<file path="config.mk">
export PLATFORM = sky130hd
export DESIGN_NAME = distance_vector_relax_table
export DESIGN_NICKNAME = d
export VERILOG_FILES = /design/src/dvrt_pkg.sv /design/src/distance_vector_relax_table.sv /design/src/dvrt_relax.sv
export SDC_FILE = /design/constraint.sdc
export NUM_CORES = 1
export LEC_CHECK = 0
export BUFFER_PORTS_ARGS = -buffer_cell sky130_fd_sc_hd__buf_2
export CORE_MARGIN = 5
export CORE_UTILIZATION = 50
export CTS_BUF_LIST = sky130_fd_sc_hd__clkbuf_4 sky130_fd_sc_hd__clkbuf_8
export DETAILED_ROUTE_END_ITERATION = 10
export PLACE_DENSITY = 0.65
export SYNTH_ARGS = -nofsm -noshare
export SYNTH_HDL_FRONTEND = slang
export SYNTH_SLANG_ARGS = --single-unit
export TNS_END_PERCENT = 20
</file>
<file path="constraint.sdc">
create_clock -name clk -period 9.45 [get_ports clk]
set_input_delay 0 -clock clk [delete_from_list [all_inputs] [get_ports clk]]
set_output_delay 0 -clock clk [all_outputs]
set_load 0.01 [all_outputs]
</file>
<file path="src/dvrt_pkg.sv">
package dvrt_pkg;

  localparam int COST_W        = 10;
  localparam int HOP_W         = 3;
  localparam int NODE_W        = 4;
  localparam int MAX_NODES_DEF = 8;

  localparam logic [COST_W-1:0] NO_LINK = 10'd999;

  // one table entry as kept in the matrix memory
  typedef struct packed {
    logic              link;
    logic [HOP_W-1:0]  hop;
    logic [COST_W-1:0] cost;
  } entry_t;

  // verdict of one add-compare step
  typedef struct packed {
    logic              upd;
    logic [COST_W-1:0] via;
  } relax_t;

endpackage

</file>
<file path="src/distance_vector_relax_table.sv">
// Distance-vector table with one relaxation sweep. Load n*n link costs row-major,
// one item per cycle (999 or more means no link). The last cost starts one in-place
// sweep over source i, neighbor j, destination k through a single add-compare unit
// and a matrix memory with two read ports; a pair (i,j) gets a k pass only when i
// links to j. The table is then sent as n*n result items, row-major, the final one
// flagged by out_last_entry. No input is taken from the last cost until the last
// result is gone. A cfg_wr_en write sets the node count from cfg_wr_data and resets
// the row and column indices, which restarts a load in progress at its first entry.
module distance_vector_relax_table #(
  parameter int MAX_NODES = dvrt_pkg::MAX_NODES_DEF
) (
  input  logic                          clk,
  input  logic                          rst_n,
  input  logic                          cfg_wr_en,
  input  logic [dvrt_pkg::NODE_W-1:0]   cfg_wr_data,
  input  logic                          in_valid,
  output logic                          in_ready,
  input  logic [dvrt_pkg::COST_W-1:0]   in_link_cost,
  output logic                          out_valid,
  input  logic                          out_ready,
  output logic [dvrt_pkg::HOP_W-1:0]    out_source_router,
  output logic [dvrt_pkg::HOP_W-1:0]    out_destination_router,
  output logic [dvrt_pkg::HOP_W-1:0]    out_next_hop,
  output logic [dvrt_pkg::COST_W-1:0]   out_distance,
  output logic                          out_last_entry
);

  localparam int IDX_W  = $clog2(MAX_NODES);
  localparam int ADDR_W = 2 * IDX_W;
  localparam int DEPTH  = 1 << ADDR_W;
  localparam int HW     = dvrt_pkg::HOP_W;
  localparam int NW     = dvrt_pkg::NODE_W;

  typedef enum logic [2:0] {
    S_LOAD, S_JRD, S_JCHK, S_KRUN, S_KDRAIN, S_ORD, S_OLD, S_OWAIT
  } state_t;

  state_t                       state_r;
  logic [NW-1:0]                node_count_r;
  logic [IDX_W-1:0]             i_r, j_r, k_r, pk_r;
  logic [dvrt_pkg::COST_W-1:0]  cij_r;
  logic                         p_valid_r;
  logic                         out_valid_r;
  logic [HW-1:0]                src_r, dst_r, hop_r;
  logic [dvrt_pkg::COST_W-1:0]  dist_r;
  logic                         last_r;

  dvrt_pkg::entry_t             mem [DEPTH];
  dvrt_pkg::entry_t             rd_a_r, rd_b_r, wdata;
  logic                         we;
  logic [ADDR_W-1:0]            waddr, ra, rb;

  logic [NW-1:0]                n_m1;
  logic [IDX_W-1:0]             n_last;
  logic [dvrt_pkg::COST_W-1:0]  cost_sat;
  logic                         j_end, i_end;
  dvrt_pkg::relax_t             relax;

  // clamp node count: 0 acts as 1, above MAX_NODES acts as MAX_NODES
  always_comb begin
    if (node_count_r == '0) begin
      n_m1 = '0;
    end else if (node_count_r > NW'(MAX_NODES)) begin
      n_m1 = NW'(MAX_NODES - 1);
    end else begin
      n_m1 = node_count_r - NW'(1);
    end
  end
  assign n_last = n_m1[IDX_W-1:0];

  assign cost_sat = (in_link_cost > dvrt_pkg::NO_LINK) ? dvrt_pkg::NO_LINK : in_link_cost;
  assign j_end    = (j_r == n_last);
  assign i_end    = (i_r == n_last);

  dvrt_relax u_relax (
    .cost_ij (cij_r),
    .cost_jk (rd_b_r.cost),
    .cost_ik (rd_a_r.cost),
    .res     (relax)
  );

  // memory ports; row i's writes never hit row j != i reads, and the drain
  // state keeps the last write of a k pass off the next (i,j) read
  always_comb begin
    we    = 1'b0;
    waddr = {i_r, j_r};
    wdata = '0;
    ra    = (state_r == S_KRUN) ? {i_r, k_r} : {i_r, j_r};
    rb    = {j_r, k_r};
    if (state_r == S_LOAD && in_valid) begin
      we         = 1'b1;
      wdata.link = (cost_sat != dvrt_pkg::NO_LINK);
      wdata.hop  = HW'(i_r);
      wdata.cost = cost_sat;
    end else if (p_valid_r && relax.upd) begin
      we         = 1'b1;
      waddr      = {i_r, pk_r};
      wdata.link = rd_a_r.link;
      wdata.hop  = HW'(j_r);
      wdata.cost = relax.via;
    end
  end

  always_ff @(posedge clk) begin
    if (we) begin
      mem[waddr] <= wdata;
    end
    rd_a_r <= mem[ra];
    rd_b_r <= mem[rb];
  end

  always_ff @(posedge clk) begin
    if (!rst_n) begin
      state_r      <= S_LOAD;
      node_count_r <= NW'(MAX_NODES);
      i_r          <= '0;
      j_r          <= '0;
      k_r          <= '0;
      p_valid_r    <= 1'b0;
      out_valid_r  <= 1'b0;
    end else begin
      p_valid_r <= 1'b0;
      unique case (state_r)
        S_LOAD: begin
          if (in_valid) begin
            if (j_end) begin
              j_r <= '0;
              if (i_end) begin
                i_r     <= '0;
                state_r <= S_JRD;
              end else begin
                i_r <= i_r + 1'b1;
              end
            end else begin
              j_r <= j_r + 1'b1;
            end
          end
        end
        S_JRD: state_r <= S_JCHK;
        S_JCHK: begin
          if (rd_a_r.link) begin
            cij_r   <= rd_a_r.cost;
            k_r     <= '0;
            state_r <= S_KRUN;
          end else if (j_end) begin
            j_r <= '0;
            if (i_end) begin
              i_r     <= '0;
              state_r <= S_ORD;
            end else begin
              i_r     <= i_r + 1'b1;
              state_r <= S_JRD;
            end
          end else begin
            j_r     <= j_r + 1'b1;
            state_r <= S_JRD;
          end
        end
        S_KRUN: begin
          p_valid_r <= 1'b1;
          pk_r      <= k_r;
          if (k_r == n_last) begin
            state_r <= S_KDRAIN;
          end else begin
            k_r <= k_r + 1'b1;
          end
        end
        S_KDRAIN: begin
          if (j_end) begin
            j_r <= '0;
            if (i_end) begin
              i_r     <= '0;
              state_r <= S_ORD;
            end else begin
              i_r     <= i_r + 1'b1;
              state_r <= S_JRD;
            end
          end else begin
            j_r     <= j_r + 1'b1;
            state_r <= S_JRD;
          end
        end
        S_ORD: state_r <= S_OLD;
        S_OLD: begin
          src_r       <= HW'(i_r);
          dst_r       <= HW'(j_r);
          hop_r       <= rd_a_r.hop;
          dist_r      <= rd_a_r.cost;
          last_r      <= i_end && j_end;
          out_valid_r <= 1'b1;
          state_r     <= S_OWAIT;
        end
        S_OWAIT: begin
          if (out_ready) begin
            out_valid_r <= 1'b0;
            if (j_end) begin
              j_r <= '0;
              if (i_end) begin
                i_r     <= '0;
                state_r <= S_LOAD;
              end else begin
                i_r     <= i_r + 1'b1;
                state_r <= S_ORD;
              end
            end else begin
              j_r     <= j_r + 1'b1;
              state_r <= S_ORD;
            end
          end
        end
      endcase
      // new node count resets the indices, restarting a load in progress
      if (cfg_wr_en) begin
        node_count_r <= cfg_wr_data;
        i_r          <= '0;
        j_r          <= '0;
      end
    end
  end

  assign in_ready               = (state_r == S_LOAD);
  assign out_valid              = out_valid_r;
  assign out_source_router      = src_r;
  assign out_destination_router = dst_r;
  assign out_next_hop           = hop_r;
  assign out_distance           = dist_r;
  assign out_last_entry         = last_r;

endmodule

</file>
<file path="src/dvrt_relax.sv">
module dvrt_relax (
  input  logic [dvrt_pkg::COST_W-1:0] cost_ij,
  input  logic [dvrt_pkg::COST_W-1:0] cost_jk,
  input  logic [dvrt_pkg::COST_W-1:0] cost_ik,
  output dvrt_pkg::relax_t            res
);

  logic [dvrt_pkg::COST_W:0] sum;

  assign sum = {1'b0, cost_ij} + {1'b0, cost_jk};

  // a win is always below cost_ik, so it fits back in COST_W bits
  assign res.upd = sum < {1'b0, cost_ik};
  assign res.via = sum[dvrt_pkg::COST_W-1:0];

endmodule

</file>
* After elaboration in Yosys (flattened, before gate mapping)
Memories as Yosys holds them, arrays and structs flattened. A register that Yosys moved wholly into a read port is not among the register bits.
Index checks and enable logic that the tools add are counted.
** Word-level totals
- Register bits after elaboration :: 51
- Memory bits (writable) :: 896
- Input port bits :: 19
- Output and inout bits :: 22
- Word-level logic and storage cells :: 99
- Memories :: 1
** Cells by class
- Add/subtract/negate cells :: 5
- Order comparisons :: 3
- Equality and inequality tests :: 19
- Muxes and demuxes :: 40
- Bitwise gates (word level) :: 1
- Reduce and logical (&&, ||, !) cells :: 16
** Memory list
- mem :: words 64, bits a word 14, rd ports 2, clocked after Yosys merged registers in 2, write ports 1, line distance_vector_relax_table.sv:48 : dvrt_pkg::entry_t mem [DEPTH];
** Operators by type and width (count)
- $mux W3 :: 26
- $mux W14 :: 2
- $pmux W3 S4 :: 2
- $pmux W3 S8 :: 1
- $eq A3 B3 Y1 const B :: 4
- $add A10 B10 Y11 :: 1
- $lt A11 B10 Y1 :: 1
- $gt A10 B10 Y1 const B :: 1
- $mux W10 :: 1
- $ne A10 B10 Y1 const B :: 1
- $ne A2 B2 Y1 const B :: 5
- $add A3 B1 Y3 const B :: 3
- $eq A3 B3 Y1 :: 3
- $eq A3 B2 Y1 const B :: 2
- $mux W1 :: 6
- $ne A2 B1 Y1 const B :: 3
- $pmux W3 S2 :: 1
- $reduce_and A2 Y1 :: 3
- $reduce_and A3 Y1 :: 2
- $reduce_and A5 Y1 :: 1
- $gt A4 B4 Y1 const B :: 1
- $logic_not A4 Y1 :: 1
- $reduce_and A4 Y1 :: 1
- $reduce_bool A2 Y1 :: 2
- 8 further kinds :: 10

* Logic depth before layout (Yosys ltp)
- Word-level depth :: 8
- Gate-level depth with buffers :: 16
- Depth with buffers taken out :: 15

* Hierarchy
From an unflattened synthesis, not the netlist that was laid out.
** Second synthesis, totals
- Cell total of the unflattened synthesis :: 2989
- Area, all modules :: 44398.8 um2
** By module, submodules not included
- distance_vector_relax_table :: times used 1, cells an instance 2902, area an instance 43748.2 um2, seq. area each 28737.6 um2
- dvrt_relax :: times used 1, cells an instance 87, area an instance 650.6 um2, seq. area each 0.0 um2

* Worst setup path after synthesis
No wires, ideal clock.
- Kind :: register to register
- Start point :: register cij_r[0] (netlist name)
- End point :: memory mem[0][0] (netlist name), data pin
- Library setup time :: 0.499 ns
- Arrival time :: 4.759 ns
- Setup slack :: 4.192 ns
- Stages on the path, launching flop included :: 16
- Clock period less this slack :: 5.258 ns
- Cells stage by stage :: edfxtp_1 ha_1 fa_1 a21oi_1 o21ai_0 o21a_1 a21oi_1 xnor2_1 ha_1 a211o_1 a21oi_1 o21ai_0 nor3b_4 clkbuf_1 a21oi_1 nor2_1
** RTL lines
- start, declared :: line distance_vector_relax_table.sv:41 : logic [dvrt_pkg::COST_W-1:0] cij_r;
- start signal, assigned :: line distance_vector_relax_table.sv:142 : cij_r <= rd_a_r.cost;
- end, declared :: line distance_vector_relax_table.sv:48

* Worst setup path in the final report
- Start point :: register cij_r[0] (netlist name)
- End point :: memory mem[58][10] (netlist name), enable pin
** On the way
- Longest elaborated chain between the ends :: 7
- Elaborated cells on any way between the ends :: 9
- Those cells by class :: 1 x add/sub; 1 x order compare; 6 x mux; 1 x reduce/logical
** Ends and longest elaborated chain
- $add A10 B10 Y11 * :: line dvrt_relax.sv:10 : assign sum = {1'b0, cost_ij} + {1'b0, cost_jk};
- $lt A11 B10 Y1 * :: line dvrt_relax.sv:13 : assign res.upd = sum < {1'b0, cost_ik};
- $logic_and A1 B1 Y1 * :: line distance_vector_relax_table.sv:95 : end else if (p_valid_r && relax.upd) begin
- $mux W1 :: line distance_vector_relax_table.sv:95
- $mux W1 :: line distance_vector_relax_table.sv:90 : if (state_r == S_LOAD && in_valid) begin
- $mux W1 :: line distance_vector_relax_table.sv:105 : if (we) begin
- $mux W1 (implied by the code) :: line distance_vector_relax_table.sv:106 : mem[waddr] <= wdata;
Mark *: on every way between the ends. The rest lies on a longest branch, timed or not.

==> impl_metrics.tcl <==
set metrics [dict create \
    fmax_ghz 0.165 \
    synth_ff_type "edfxtp_1" \
    ant_nets 0 \
    final_common_cell "edfxtp_1" \
    cp-end-kind "flop" \
    syn_area_um2 43600 \
    core_um2 86600 \
    crit_required_ns 9.91 \
    power_frac_comb_pct 4.6 \
    p_switching_mw 2.02 \
    viasPerCell 6.70 \
    clockPowerShare_pct 41.1 \
    first_pass_iters 8 \
    cts.sinks 971 \
    clock_latency_ns 0.86 \
    track_usage_pct 30.3 \
    drive_gt1_share_pct 24.0 \
    grt_pass1_wl_mm 203 \
    crit_type "flop to flop" \
    initial_core_util_pct 50.4 \
    finalSetupViolations 0 \
    avgSynthCellArea_um2 15.5 \
    grt_max_degree 116 \
    sequentialPowerShare_pct 54.3 \
    final_cell_mix "929 x edfxtp_1, 552 x nand2_1, 301 x mux4_2" \
    maxSlewHeadroom_pct 5.66 \
    synth_warnings 0 \
    path_max_fanout 19 \
    cts.path.max_buffers 3 \
    routabilityCongestion 0.982 \
    cts_root_buffer "clkbuf_8" \
    finalSetupTns_ns 0 \
    synth-seq-cells 971 \
    grt_overflow 0 \
    grt_pass1_vias 27350 \
    multi_input_area_um2 14000 \
    maxCapViolCount 0 \
    final_util_pct 56.1 \
    finalMaxSlewViolations 0 \
    syn_inst 2816 \
    drc 0 \
    cts_setup_buffers 0 \
    nNetsFinal 2988 \
    die_height_um 305 \
    die_x_um 305 \
    synth_seq_area_share_pct 65.9 \
    syn_to_final_growth_pct 11.4 \
    syn-num-nets 2859 \
    critPathLaunchType "flop" \
    period_minus_slack_ns 6.07 \
    drt-wirelength-per-cell_um 33.9 \
    hpwl_mm 91.1 \
    power.density_nw_per_um2 180 \
    rsz0062_at_grt "false" \
    vdd_drop_max_uv 145 \
    die_area_um2 93200 \
    tightest_slew_ns 1.41 \
    cts_buffers 157 \
    synth-async-reset-ratio_pct 0 \
    min_path_type "input pin to flop" \
    ys_types 74 \
    via_count 28307 \
    cts-htree-levels 4 \
    antenna_found_initial 11 \
    cts.clk_slew.worst_paths_ns 0.06 \
    p_sw_share_pct 23.1 \
    port_buffers 40 \
    rows 108 \
    clock_skew_ns 0.0312 \
    n_fill_cell 6715 \
    status "complete, no violations" \
    hold_violations 0 \
    p_leak_nw 16.0 \
    drtIter0Drc 4486 \
    cts_tree "yes" \
    finalCritPeriodShare_pct 64.2 \
    synth_edf_count 929 \
    ioPinCount 41 \
    intPower_mw 6.73 \
    wl_mm 143 \
    crit_arrival_ns 6.53 \
    cts_resized 0 \
    seqCellArea_um2 28800 \
]
-- per-stage QoR --
stage | area (um^2) | hold WS (ns) | total power, mW | std cells | setup WS [ns]
2_1_floorplan | 43600 | 0.126 | 5.06 | 2816 | 4.19
4_1_cts | 48600 | 0.0402 | 8.75 | 4218 | 3.34
3_5_place_dp | 45300 | 0.230 | 5.22 | 3919 | 3.39
3_3_place_gp | 45300 | 0.215 | 5.21 | 3919 | 3.48
5_1_grt | 48600 | 0.0581 | 9.00 | 4222 | 3.09
6_report | 48600 | 0.0766 | 8.74 | 4225 | 3.38
-- final cells by class --
type                       instances  area share [%]
sequential                       971            59.2
multi-input combinational       1639            28.9
clock buffer                     216            5.38
tap                             1155            2.97
timing repair buffer             159            2.49
clock inverter                    63           0.927
inverter                          17           0.131
antenna                            5          0.0258
-- worst max-delay path, stage by stage (launching register included) --
cell,delay [ns]
edfxtp_1,0.37
ha_1,0.23
fa_1,0.41
a21oi_1,0.20
o21ai_0,0.18
o21a_1,0.24
a21oi_1,0.18
xnor2_1,0.20
ha_1,0.31
a211o_1,0.27
a21oi_1,0.11
o21ai_0,0.14
nor3b_4,0.21
buf_4,0.37
and2_1,0.75
mux2i_2,0.14
buf_4,0.27
nor2_1,1.05
-- repair_timing --
| action | CTS | global route |
|---|---|---|
| setup endpoints to repair | 0 | 0 |
| endpoints found under the hold margin | 32 | 0 |
| hold buffers | 20 | 0 |
-- power groups by stage --
stage          Sequential [mW]  Clock [mW]  Combinational [mW]
2_1_floorplan             4.83           0               0.232
3_3_place_gp              4.83           0               0.378
3_5_place_dp              4.84           0               0.384
4_1_cts                   4.75        3.61               0.393
5_1_grt                   4.75        3.83               0.420
6_report                  4.75        3.59               0.403
-- cells in the mapped netlist, types with 4 or more instances --
cell	n	share of area (%)
a21oi_1	45	0.52
nand2_1	557	4.8
and2_1	7	0.10
mux2i_1	41	0.94
ha_1	23	0.66
buf_1	24	0.21
a221oi_1	5	0.10
nor3_1	9	0.10
o211ai_1	8	0.14
nand3b_1	5	0.086
buf_4	18	0.31
a21o_1	4	0.069
nor2_1	122	1.0
xnor2_1	8	0.16
mux4_2	301	16
dfxtp_1	42	1.9
inv_1	17	0.15
xor2_1	4	0.080
a32o_1	5	0.11
nand3_1	155	1.8
nor3b_1	5	0.086
edfxtp_1	929	64
clkbuf_1	70	0.60
a31oi_1	48	0.69
o21a_1	6	0.10
o21ai_0	33	0.38
o22ai_1	5	0.072
buf_6	10	0.26
nor2b_1	13	0.19
buf_2	65	0.75
a311oi_1	29	0.58
o21ai_1	7	0.080
a32oi_1	14	0.28
nor4_1	4	0.057
a22oi_1	21	0.36
and3_1	49	0.70
a22o_1	8	0.16
nand4_1	38	0.55
or3_1	10	0.14
-- registers in the layout, indices dropped and copies added (netlist names), 3 cells and up --
signal / cells
cij_r: 10
out_destination_router: 3
rd_b_r: 10
j_r: 3
i_r: 3
state_r: 3
mem: 896
out_distance: 10
out_next_hop: 3
out_source_router: 3
k_r: 3
pk_r: 3
node_count_r: 4
rd_a_r: 14
-- worst paths after layout --
path | startpoint | to | slack (ns) | cells past startpoint
worst max register to register | cij_r[0] | mem[58][10] | 3.38 | 17
worst min register to register | rd_a_r[11] | out_next_hop[1] | 0.42 | 0
worst min-delay path | rst_n | k_r[0] | 0.08 | 3
worst max-delay path | cij_r[0] | mem[58][10] | 3.38 | 17
-- logic make-up (layout without fill, tap and decap cells) --
logic type / count (synthesis) / in the layout / synth area share (%)
AOI/OAI and AO/OA: 266 / 266 / 4.23
xor gates and xnor gates: 12 / 12 / 0.241
adders and majority gates: 25 / 25 / 0.729
buffers and inverters: 206 / 455 / 2.34
DFF: 971 / 971 / 65.9
muxes: 347 / 347 / 16.6
other: 0 / 5 / 0
and+or+nand+nor: 989 / 989 / 9.95
-- routing by layer --
layer  share of wire (%)  GRT usage, %  vias to the layer above
li1                    -             -                    11407
met3                  14          10.6                      388
met4                 5.8          14.7                        6
met5               0.028             0                        -
met2                  44          44.5                     2158
met1                  36          40.9                    14348
(Power assumes the default switching activity.)
